`src/rds_pkg.sv`:
```
// Shared command codes, status codes and memory control types for the deque store.
`default_nettype none
package rds_pkg;

    // Command codes carried in the low bits of the input item.
    localparam logic [2:0] CMD_PUSH_FRONT  = 3'd0;
    localparam logic [2:0] CMD_PUSH_BACK   = 3'd1;
    localparam logic [2:0] CMD_POP_FRONT   = 3'd2;
    localparam logic [2:0] CMD_REVERSE     = 3'd3;
    localparam logic [2:0] CMD_SECOND_LAST = 3'd4;
    localparam logic [2:0] CMD_DUMP        = 3'd5;

    // Result status codes.
    localparam logic [1:0] ST_OK    = 2'd0;
    localparam logic [1:0] ST_EMPTY = 2'd1;
    localparam logic [1:0] ST_FULL  = 2'd2;
    localparam logic [1:0] ST_SHORT = 2'd3;

    // Field widths of the stream items.
    localparam int CMD_W    = 3;
    localparam int VALUE_W  = 32;
    localparam int OUT_D_W  = 32;
    localparam int STATUS_W = 2;
    localparam int COUNT_W  = 6;

    // Strobes from the controller to the element memory.
    typedef struct packed {
        logic wr_en;
        logic rd_en;
    } t_ram_ctl;

endpackage
`default_nettype wire

```
`src/reversible_deque_store_unit.sv`:
```
// Top level of the reversible deque store: command sequencer, ring pointers and output register.
//
// A bounded double-ended store of DEPTH elements held in a ring memory with a
// front index, a fill count and a direction flag, so reverse is a flag flip.
// Push, reverse and every error case finish in the cycle the item is accepted
// and present their result on the next edge. Pop and read-second-last pass the
// registered read data of the element memory through the data state to the
// output register. A dump returns one element per cycle while the output is not
// stalled, limited by the single read port; a dump of an empty store gives one
// result with status empty. A new item is accepted only once the previous one
// has issued all its results and the output register is free or being read. The
// memory needs no clearing pass after reset: only occupied entries are ever read.
`default_nettype none
module reversible_deque_store_unit #(
    parameter int DEPTH      = 32,
    parameter int DATA_WIDTH = 32
) (
    input  wire         i_clk,
    input  wire         i_rst_n,
    input  wire         s_axis_tvalid,
    output logic        s_axis_tready,
    input  wire [39:0]  s_axis_tdata,   // command [2:0], value [34:3], zero pad [39:35]
    output logic        m_axis_tvalid,
    input  wire         m_axis_tready,
    output logic [39:0] m_axis_tdata,   // data [31:0], status [33:32], count_now [39:34]
    output logic        m_axis_tlast
);
    import rds_pkg::*;

    localparam int AW = $clog2(DEPTH);
    localparam int CW = $clog2(DEPTH + 1);
    localparam int SW = AW + 1;

    typedef enum logic [1:0] {
        S_IDLE = 2'b01,
        S_DATA = 2'b10
    } t_state;

    t_state                r_state, n_state;
    logic [AW-1:0]         r_front, n_front;
    logic [CW-1:0]         r_count, n_count;
    logic                  r_rev, n_rev;
    logic [CW-1:0]         r_pos, n_pos;
    logic                  r_rd_last, n_rd_last;

    logic                  r_m_valid, n_m_valid;
    logic [OUT_D_W-1:0]    r_m_data, n_m_data;
    logic [STATUS_W-1:0]   r_m_status, n_m_status;
    logic [COUNT_W-1:0]    r_m_count, n_m_count;
    logic                  r_m_last, n_m_last;

    t_ram_ctl              ram_ctl;
    logic [AW-1:0]         ram_waddr;
    logic [AW-1:0]         ram_raddr;
    logic [DATA_WIDTH-1:0] ram_wdata;
    logic [DATA_WIDTH-1:0] ram_rdata;

    logic [CMD_W-1:0]      in_cmd;
    logic [VALUE_W-1:0]    in_value;
    logic                  in_acc;
    logic                  out_free;
    logic                  at_low;
    logic [CW-1:0]         pos_sel;
    logic [CW-1:0]         phys_off;
    logic [AW-1:0]         phys_addr;
    logic [VALUE_W+63:0]   value_ext;
    logic [DATA_WIDTH+63:0] rdata_ext;
    logic [OUT_D_W-1:0]    rdata_field;

    // Modular add of two values below DEPTH.
    function automatic logic [AW-1:0] wrap_add(input logic [SW-1:0] a, input logic [SW-1:0] b);
        logic [SW-1:0] s;
        s = a + b;
        if (s >= SW'(DEPTH)) begin
            s = s - SW'(DEPTH);
        end
        return s[AW-1:0];
    endfunction

    // Count in the six-bit result field.
    function automatic logic [COUNT_W-1:0] to_cnt(input logic [CW-1:0] c);
        logic [CW+COUNT_W-1:0] t;
        t = {{COUNT_W{1'b0}}, c};
        return t[COUNT_W-1:0];
    endfunction

    // Input unpacking and handshake.
    assign in_cmd        = s_axis_tdata[CMD_W-1:0];
    assign in_value      = s_axis_tdata[CMD_W+VALUE_W-1:CMD_W];
    assign out_free      = !r_m_valid || m_axis_tready;
    assign s_axis_tready = (r_state == S_IDLE) && out_free;
    assign in_acc        = s_axis_tvalid && s_axis_tready;

    // Stored value is the low DATA_WIDTH bits of the input value.
    assign value_ext = {64'd0, in_value};
    assign ram_wdata = value_ext[DATA_WIDTH-1:0];

    // Read data sign-extended from DATA_WIDTH into the result field.
    assign rdata_ext   = {{64{ram_rdata[DATA_WIDTH-1]}}, ram_rdata};
    assign rdata_field = rdata_ext[OUT_D_W-1:0];

    // Front push goes below the run unless reversed; back push the other way.
    assign at_low = (in_cmd == CMD_PUSH_FRONT) != r_rev;

    // Physical slot of the selected logical position.
    assign phys_off  = r_rev ? (r_count - CW'(1) - pos_sel) : pos_sel;
    assign phys_addr = wrap_add(SW'(r_front), SW'(phys_off));
    assign ram_raddr = phys_addr;

    // Command sequencer.
    always_comb begin
        n_state    = r_state;
        n_front    = r_front;
        n_count    = r_count;
        n_rev      = r_rev;
        n_pos      = r_pos;
        n_rd_last  = r_rd_last;
        n_m_valid  = r_m_valid && !m_axis_tready;
        n_m_data   = r_m_data;
        n_m_status = r_m_status;
        n_m_count  = r_m_count;
        n_m_last   = r_m_last;
        ram_ctl    = '0;
        ram_waddr  = r_front;
        pos_sel    = r_pos;

        case (r_state)
            S_IDLE: begin
                if (in_acc) begin
                    n_m_valid  = 1'b1;
                    n_m_data   = '0;
                    n_m_status = ST_OK;
                    n_m_count  = to_cnt(r_count);
                    n_m_last   = 1'b1;
                    case (in_cmd)
                        CMD_PUSH_FRONT, CMD_PUSH_BACK: begin
                            if (r_count == CW'(DEPTH)) begin
                                n_m_status = ST_FULL;
                            end else begin
                                ram_ctl.wr_en = 1'b1;
                                if (at_low) begin
                                    n_front   = wrap_add(SW'(r_front), SW'(DEPTH - 1));
                                    ram_waddr = n_front;
                                end else begin
                                    ram_waddr = wrap_add(SW'(r_front), SW'(r_count));
                                end
                                n_count   = r_count + CW'(1);
                                n_m_count = to_cnt(n_count);
                            end
                        end
                        CMD_POP_FRONT: begin
                            if (r_count == '0) begin
                                n_m_status = ST_EMPTY;
                            end else begin
                                n_m_valid     = r_m_valid && !m_axis_tready;
                                pos_sel       = '0;
                                ram_ctl.rd_en = 1'b1;
                                n_state       = S_DATA;
                                n_rd_last     = 1'b1;
                                if (!r_rev) begin
                                    n_front = wrap_add(SW'(r_front), SW'(1));
                                end
                                n_count = r_count - CW'(1);
                            end
                        end
                        CMD_REVERSE: begin
                            n_rev = !r_rev;
                        end
                        CMD_SECOND_LAST: begin
                            if (r_count < CW'(2)) begin
                                n_m_status = ST_SHORT;
                            end else begin
                                n_m_valid     = r_m_valid && !m_axis_tready;
                                pos_sel       = r_count - CW'(2);
                                ram_ctl.rd_en = 1'b1;
                                n_state       = S_DATA;
                                n_rd_last     = 1'b1;
                            end
                        end
                        CMD_DUMP: begin
                            if (r_count == '0) begin
                                n_m_status = ST_EMPTY;
                            end else begin
                                n_m_valid     = r_m_valid && !m_axis_tready;
                                pos_sel       = '0;
                                ram_ctl.rd_en = 1'b1;
                                n_state       = S_DATA;
                                n_pos         = CW'(1);
                                n_rd_last     = (r_count == CW'(1));
                            end
                        end
                        default: begin
                            n_m_status = ST_OK;
                        end
                    endcase
                end
            end
            S_DATA: begin
                // Hand the fetched element on and fetch the next one of a dump.
                if (out_free) begin
                    n_m_valid  = 1'b1;
                    n_m_data   = rdata_field;
                    n_m_status = ST_OK;
                    n_m_count  = to_cnt(r_count);
                    n_m_last   = r_rd_last;
                    if (r_rd_last) begin
                        n_state = S_IDLE;
                    end else begin
                        pos_sel       = r_pos;
                        ram_ctl.rd_en = 1'b1;
                        n_pos         = r_pos + CW'(1);
                        n_rd_last     = (r_pos + CW'(1) == r_count);
                    end
                end
            end
            default: begin
                n_state = S_IDLE;
            end
        endcase
    end

    // Control registers.
    always_ff @(posedge i_clk) begin
        if (!i_rst_n) begin
            r_state   <= S_IDLE;
            r_front   <= '0;
            r_count   <= '0;
            r_rev     <= 1'b0;
            r_pos     <= '0;
            r_rd_last <= 1'b0;
            r_m_valid <= 1'b0;
        end else begin
            r_state   <= n_state;
            r_front   <= n_front;
            r_count   <= n_count;
            r_rev     <= n_rev;
            r_pos     <= n_pos;
            r_rd_last <= n_rd_last;
            r_m_valid <= n_m_valid;
        end
    end

    // Output payload registers.
    always_ff @(posedge i_clk) begin
        r_m_data   <= n_m_data;
        r_m_status <= n_m_status;
        r_m_count  <= n_m_count;
        r_m_last   <= n_m_last;
    end

    // Element memory.
    rds_ram #(
        .DEPTH      (DEPTH),
        .DATA_WIDTH (DATA_WIDTH)
    ) u_ram (
        .i_clk   (i_clk),
        .i_ctl   (ram_ctl),
        .i_waddr (ram_waddr),
        .i_wdata (ram_wdata),
        .i_raddr (ram_raddr),
        .o_rdata (ram_rdata)
    );

    // Output packing.
    assign m_axis_tvalid = r_m_valid;
    assign m_axis_tdata  = {r_m_count, r_m_status, r_m_data};
    assign m_axis_tlast  = r_m_last;

    // The fill count never exceeds the memory depth.
    a_count_bound: assert property (@(posedge i_clk) disable iff (!i_rst_n)
        r_count <= CW'(DEPTH))
        else $error("fill count above depth");

    // Every memory read is followed by a cycle in the data state, which hands its data on.
    a_read_then_data: assert property (@(posedge i_clk) disable iff (!i_rst_n)
        ram_ctl.rd_en |=> r_state == S_DATA)
        else $error("read issued without data phase");

    // A successful push grows the count by one.
    a_push_count: assert property (@(posedge i_clk) disable iff (!i_rst_n)
        ram_ctl.wr_en |=> r_count == $past(r_count) + CW'(1))
        else $error("push did not grow the count");

    // A result that is not the last of its item can only come from a dump in progress.
    a_nonlast_in_dump: assert property (@(posedge i_clk) disable iff (!i_rst_n)
        (r_m_valid && !r_m_last) |-> r_state == S_DATA)
        else $error("non-final result outside a dump");

    // Reads and writes never happen in the same cycle.
    a_no_rw_overlap: assert property (@(posedge i_clk) disable iff (!i_rst_n)
        !(ram_ctl.wr_en && ram_ctl.rd_en))
        else $error("memory read and write overlap");

endmodule
`default_nettype wire

```
`src/rds_ram.sv`:
```
// Element memory: one write port and one read port with registered read data.
`default_nettype none
module rds_ram #(
    parameter int DEPTH      = 32,
    parameter int DATA_WIDTH = 32
) (
    input  wire                          i_clk,
    input  wire rds_pkg::t_ram_ctl       i_ctl,
    input  wire [$clog2(DEPTH)-1:0]      i_waddr,
    input  wire [DATA_WIDTH-1:0]         i_wdata,
    input  wire [$clog2(DEPTH)-1:0]      i_raddr,
    output logic [DATA_WIDTH-1:0]        o_rdata
);
    import rds_pkg::*;

    logic [DATA_WIDTH-1:0] r_mem [DEPTH];

    // Write port.
    always_ff @(posedge i_clk) begin
        if (i_ctl.wr_en) begin
            r_mem[i_waddr] <= i_wdata;
        end
    end

    // Read port; the data holds while no new read is issued.
    always_ff @(posedge i_clk) begin
        if (i_ctl.rd_en) begin
            o_rdata <= r_mem[i_raddr];
        end
    end

endmodule
`default_nettype wire
```
`config.mk`:
```
export PLATFORM = sky130hd
export DESIGN_NAME = reversible_deque_store_unit
export DESIGN_NICKNAME = d
export VERILOG_FILES = /design/src/rds_pkg.sv /design/src/reversible_deque_store_unit.sv /design/src/rds_ram.sv
export SDC_FILE = /design/constraint.sdc
export NUM_CORES = 1
export LEC_CHECK = 0
export BUFFER_PORTS_ARGS = -buffer_cell sky130_fd_sc_hd__clkbuf_2
export CAP_MARGIN = 20
export CORE_MARGIN = 2
export CORE_UTILIZATION = 46
export DETAILED_ROUTE_END_ITERATION = 7
export GPL_TIMING_DRIVEN = 0
export HOLD_SLACK_MARGIN = 0.03
export PLACE_DENSITY_LB_ADDON = 0.05
export SETUP_SLACK_MARGIN = 0.4
export SLEW_MARGIN = 10
export SYNTH_ARGS = -nofsm -noshare
export SYNTH_HDL_FRONTEND = slang
export SYNTH_HIERARCHICAL = 1
export SYNTH_SLANG_ARGS = --single-unit
```
`constraint.sdc`:
```
create_clock -name i_clk -period 4.9 [get_ports i_clk]
set_input_delay 0.735 -clock i_clk [delete_from_list [all_inputs] [get_ports i_clk]]
set_output_delay 0.735 -clock i_clk [all_outputs]
set_load 0.02 [all_outputs]
```
Yosys cells after proc, flatten, opt, wreduce, memory -nomap -nowiden --
Memories as Yosys holds them, arrays and structs flattened. A register that Yosys moved wholly into a read port is not among the register bits. Index checks and enable logic that the tools add are counted.
Storage, ports and cells: flip-flop bits (word level) 63, memory bits (writable) 1024, input bits 44, output and inout port bits 43, word-level logic and storage cells 156, memories kept 1
Cells by class: add/subtract/negate cells 13, order comparisons 5, equality and inequality tests 27, muxes and demuxes 79, reduce and logical (&&, ||, !) cells 20
Memory list:
- u_ram.r_mem | words 32, width 32, read ports 1, clocked after Yosys merged registers in 1, wr ports 1, RTL line rds_ram.sv:16 | logic [DATA_WIDTH-1:0] r_mem [DEPTH];
Operators with widths (count):
- two-way mux 6 bit | 15
- two-way mux 5 bit | 13
- two-way mux 32 bit | 2
- case mux 32 bit (2 select lines) | 1
- case mux 6 bit (2 select lines) | 4
- >= comparator 6 bit, second input constant | 4
- two-way mux 1 bit | 22
- two-way mux 2 bit | 10
- subtractor 5 x 1 -> 5 bit, second input constant | 4
- != test 2 bit, second input constant | 9
- AND reduction 7 bit | 2
- adder 5 x 6 -> 6 bit | 2
- adder 6 x 1 -> 6 bit, second input constant | 2
- != test 3 bit, second input constant | 4
- case mux 1 bit (2 select lines) | 6
- case mux 2 bit (2 select lines) | 3
- AND reduction 6 bit | 2
- case mux 5 bit (2 select lines) | 1
- adder 5 x 1 -> 6 bit, second input constant | 1
- adder 5 x 5 -> 6 bit, second input constant | 1
- == test 3 x 2 -> 1 bit, second input constant | 2
- == test 3 bit, second input constant | 2
- == test 6 x 1 -> 1 bit, second input constant | 1
- == test 6 bit | 1
- other kinds (23) | 30

Logic depth before layout (Yosys ltp) --
depth in word-level cells 11, mapped depth 26, mapped depth without buffers 22

Cells and area by module --
Netlist, hierarchy kept.
By module, submodules not included:
- rds_ram | instances 1, cells an instance 2260, area each 40812.9 um^2, seq. area each 31710.4 um^2
- reversible_deque_store_unit | instances 1, cells an instance 425, area each 4043.9 um^2, seq. area each 1671.6 um^2

Least setup slack after synthesis --
Ideal clock, no wire load.
path kind in2reg, from input port s_axis_tdata[1], to register u_ram.o_rdata[25] (read register of u_ram.r_mem), data pin, library setup time 263 ps, arrival time 4637 ps, required time 4637 ps, setup slack 0 ps, stages on the path 24, buffers on the path 3, path through buf_4 nor3b_2 nor2_1 o221a_2 nand2b_4 a22o_1 ha_1 inv_1 fa_1 xor2_1 nor2_1 a21oi_1 ha_1 a21o_1 a21oi_1 xnor2_1 xnor2_1 xnor2_1 or2_2 clkbuf_1 clkbuf_1 nor3_1 a31oi_1 nand3_1
On the way: longest elaborated chain between the ends 10, elaborated cells on any way between the ends 16, those cells by class add/sub (3); order compare (1); eq/ne (3); mux (8); reduce/logical (1)
RTL lines:
- start: declaration | RTL line reversible_deque_store_unit.sv:22 | input wire [39:0] s_axis_tdata,
- == test 3 bit / == test 3 x 2 -> 1 bit (equally long branches) | RTL line reversible_deque_store_unit.sv:135 | case (in_cmd)
- OR reduction 2 bit (no line)
- case mux 6 bit (2 select lines) (*) | RTL line reversible_deque_store_unit.sv:135
- two-way mux 6 bit (*) | RTL line reversible_deque_store_unit.sv:129 | if (in_acc) begin
- two-way mux 6 bit (*)
- subtractor 6 bit | RTL line reversible_deque_store_unit.sv:106 | assign phys_off = r_rev ? (r_count - CW'(1) - pos_sel) : pos_sel;
- two-way mux 6 bit (*) | RTL line reversible_deque_store_unit.sv:106
- adder 5 x 6 -> 6 bit (*) | RTL line reversible_deque_store_unit.sv:73 | s = a + b;
- subtractor 5 x 1 -> 5 bit / >= comparator 6 bit (equally long branches) | RTL line reversible_deque_store_unit.sv:75, reversible_deque_store_unit.sv:74
- two-way mux 5 bit (*) | RTL line reversible_deque_store_unit.sv:74 | if (s >= SW'(DEPTH)) begin
- named net phys_addr[4] | RTL line reversible_deque_store_unit.sv:65 | logic [AW-1:0] phys_addr;
- end: declaration | RTL line rds_ram.sv:12 | output logic [DATA_WIDTH-1:0] o_rdata
The timed path passes the listed nets; every way through them passes the cells marked *. A chain may end at the register's enable or synchronous reset.

Final worst setup path --
from register r_count[3], to register u_ram.o_rdata[19] (read register of u_ram.r_mem), data pin
On the way: longest elaborated chain between the ends 10, elaborated cells on any way between the ends 20, those cells by class add/sub (5); order compare (2); mux (12); reduce/logical (1)
RTL lines:
- start: declaration | RTL line reversible_deque_store_unit.sv:41 | logic [CW-1:0] r_count, n_count;
- start signal: assignment | RTL line reversible_deque_store_unit.sv:235 | r_count <= n_count;
- subtractor 6 x 2 -> 6 bit (tied with other cells) | RTL line reversible_deque_store_unit.sv:174 | pos_sel = r_count - CW'(2);
- two-way mux 6 bit (on tied branches) | RTL line reversible_deque_store_unit.sv:170, reversible_deque_store_unit.sv:152, reversible_deque_store_unit.sv:181
- case mux 6 bit (2 select lines) | RTL line reversible_deque_store_unit.sv:135
- two-way mux 6 bit | RTL line reversible_deque_store_unit.sv:129
- two-way mux 6 bit
- subtractor 6 bit | RTL line reversible_deque_store_unit.sv:106
- two-way mux 6 bit (*) | RTL line reversible_deque_store_unit.sv:106
- adder 5 x 6 -> 6 bit (*) | RTL line reversible_deque_store_unit.sv:73
- subtractor 5 x 1 -> 5 bit / >= comparator 6 bit (equally long branches) | RTL line reversible_deque_store_unit.sv:75, reversible_deque_store_unit.sv:74
- two-way mux 5 bit (*) | RTL line reversible_deque_store_unit.sv:74
- named net phys_addr[4] | RTL line reversible_deque_store_unit.sv:65
Marks and branches as above.

==> summary.md <==
| Metric | Value |
|---|---|
| Crit-path max FO | `7` |
| Die outline width | `316 um` |
| Syn_nets | `2756` |
| Final non-filler cell total | `4374` |
| Crit. Startpoint | `r_count[3]` |
| Final Wtd Congestion | `0.848` |
| Final wirelength | `119 mm` |
| Pre-CTS setup slack | `-1.55 ns` |
| P per Cell Area | `466 nW/um^2` |
| Dpl cells | `4082` |
| Yosys top cell area share | `73.4%` |
| Core box area | `96700 um^2` |
| Final Hold Fails | `0` |
| Max Slew Vio Count | `0` |
| Synth Instances | `2685` |
| Die Span Y | `316 um` |
| Clk_lat worst skew | `0.70 ns` |
| Vias in the first global route | `24879` |
| Kind of critical path | `flip-flop to flip-flop` |
| First-pass GRT wire length | `169 mm` |
| HP Start | `s_axis_tdata[1]` |
| Setup crit start kind | `flip-flop` |
| IO Pins | `87` |
| Setup ws final | `0.103 ns` |
| Root buffer cell | `clkbuf_16` |
| CTS tree | `yes` |
| Path depth of the worst reg2reg path | `25` |
| CTS clk-pin slew, worst paths | `0.07 ns` |
| Port bufs | `79` |
| Final setup fails | `0` |
| Grt met2 use | `39.2%` |
| Ratio of cells with drive above 1 in the final layout | `22.4%` |
| Maximum VDD drop | `0.000269 V` |
| Final Net Count | `3070` |
| Register area share after synthesis | `74.4%` |
| Die Area | `100000 um^2` |
| Largest net degree at the start of global routing | `33` |
| Clock skew | `0.0173 ns` |
| Worst path arrival time | `5.24 ns` |
| Iteration-0 DRC Markers | `2093` |
| Post-synthesis average cell area | `16.7 um^2` |
| Area leader, netlist | `edfxtp_1` |
| Final critical-path required period | `4.80 ns` |
| Longest Clk Path Bufs | `3` |
| Sink Count | `1119` |
| Mapped Area | `44900 um^2` |
| EDFF count, synth | `1097` |
| Yosys Warn Count | `6` |
| Synth Register Bits | `1119` |
| Post-synth ARST share | `0%` |
| Distinct cell type count of the synthesized netlist | `66` |
| Antenna viol nets, final | `0` |
| Design Power | `25300 uW` |
| Initial Util | `46.4%` |
| M1 GR Usage | `32.4%` |
| Row count | `114` |
| Post-DP Area | `48200 um^2` |
| Post-route DRC | `0` |
| Worst Setup EP | `u_ram/o_rdata[19]` |
| Crit share post-route | `97.9%` |
| Gr usage total | `23.7%` |
| Synth top area cells | `edfxtp_1, mux2i_1, a22oi_1` |
| Req. time, crit path | `5.34 ns` |
| Worst r2r dst | `u_ram/o_rdata[19]` |
| Initial antenna violation count | `4` |
| Pleak | `0.0179 uW` |
| Inserted Clock Buffers | `116` |
| Busiest grt layer | `met2` |
| RSZ-0062 raised after global routing | `yes` |
| Max Fclk | `0.208 GHz` |
| Final cell area excluding filler cells | `54200 um^2` |
| Drt wl/cell | `27.2 um` |
| Most frequent cell after synthesis | `edfxtp_1` |
| Router iterations before antenna repair | `5` |
| H-tree depth | `3` |
| Class of the worst hold path | `input pin to flip-flop` |
| Dominant synthesized flop cell | `edfxtp_1` |
| Synth-to-Final Area Change | `20.9%` |
| Vias per cell | `5.68` |
| Worst R2R Start | `r_count[3]` |
| HPWL after DPL | `77.7 mm` |
| Number of max-cap violations | `0` |
| GR Util met3 | `3.96%` |
| R2R setup slack | `0.10 ns` |
| Slew headroom | `27.3%` |
| Crit. End Element | `flip-flop` |
| Synth top cells by count | `edfxtp_1, mux2i_1, nand2_1` |
| Slew @ Worst Pin | `1.09 ns` |
| Post-route setup TNS | `0 ns` |
| Status | `finished clean` |
| Via count | `24840` |
| Total gr overflow | `0` |
## registers in the layout, summed over array words and instances, names as in the netlist, 2 cells and up
register,cells
r_m_count,6
r_count,6
u_ram/r_mem,1024
r_front,5
r_m_status,2
u_ram/o_rdata,32
r_pos,6
r_state,2
r_m_data,32
## worst min-delay path by stage
stage / cells after the start / slack (ns) / endpoint
after floorplan: 2 / 0.47 / r_pos[5]
after global placement: 2 / 0.48 / r_pos[5]
after detailed placement: 2 / 0.51 / r_pos[5]
after CTS: 2 / 0.36 / r_m_status[1]
after global routing: 2 / 0.40 / r_m_status[1]
final: 2 / 0.40 / r_m_status[1]
## cell type report
type | count | area, um^2
clock buffers | 152 | 3100
flip-flops and latches | 1119 | 33400
plain buffers | 154 | 1290
multi-input cells | 1392 | 12000
inverters | 20 | 78.8
diodes | 2 | 5.00
clock inverters | 63 | 628
fillers | 7547 | 42500
well taps | 1276 | 1600
repair buffers | 196 | 2160
## worst max-delay path, cell delays in order (launching register included)
cell	delay (ns)
dfxtp_2	0.32
buf_6	0.12
nor4_4	0.33
o221a_4	0.25
nand2b_4	0.13
a22o_1	0.17
ha_2	0.19
inv_2	0.04
fa_2	0.52
nand2_2	0.05
o21a_1	0.13
fa_2	0.37
inv_2	0.05
a21o_1	0.12
a21oi_2	0.07
xnor2_2	0.16
xnor2_2	0.22
xnor2_2	0.14
buf_6	0.15
or2_4	0.13
clkbuf_16	0.17
buf_12	0.12
clkbuf_16	0.15
nor3_4	0.05
a31oi_4	0.28
nand3_2	0.09
## timing repair
item | in CTS | in global routing
setup buffers | 34 | 37
pin swaps | 79 | 73
endpoints found under the hold margin | 0 | 0
hold buffers | 0 | 0
resized for setup | 266 | 67
gates cloned | 3 | 0
setup endpoints to repair | 1026 | 429
## cell usage in the layout, fill, tap and decap left out, types with 28 or more instances in the layout
cell	n
clkbuf_1	41
a22o_1	65
nor2_4	32
buf_6	36
and2_1	38
buf_2	28
clkbuf_16	125
a21oi_1	115
nand3_1	85
nor3_4	32
clkbuf_2	97
buf_4	93
a31oi_4	31
nand3_2	28
buf_12	37
mux2i_1	514
edfxtp_1	1097
a22oi_1	97
nand2_1	137
## report_power, final
| part | switching (uW) | total, uW | internal [uW] |
|---|---|---|---|
| sequential | 56.4 | 10800 | 10700 |
| combinational | 3570 | 5880 | 2310 |
| clock | 3580 | 8590 | 5020 |
## cells by family (layout without fill, tap and decap cells)
family,count (synthesis),after routing,share of synthesized area [%]
other cells,0,2,0
fa+ha+maj,27,27,0.803
xor+xnor,37,37,0.722
simple gates,436,436,4.72
compound gates,378,378,5.68
buf+inv,174,585,2.18
flops,1119,1119,74.4
mux,514,514,11.5
## per-layer routing
layer  vias up  wire [um]
li1      11148          -
met1     12842      51600
met2       696      57900
met3       154       6550
met4         0       2790
met5         -          0
## stage by stage
step                hold WS, ns  util [%]
detailed placement        0.514      49.8
global route              0.403      56.1
global placement          0.484      48.6
floorplan                 0.468         -
finish                    0.403      56.1
CTS                       0.356      55.4
No activity file was read; power rests on OpenSTA's default activity.
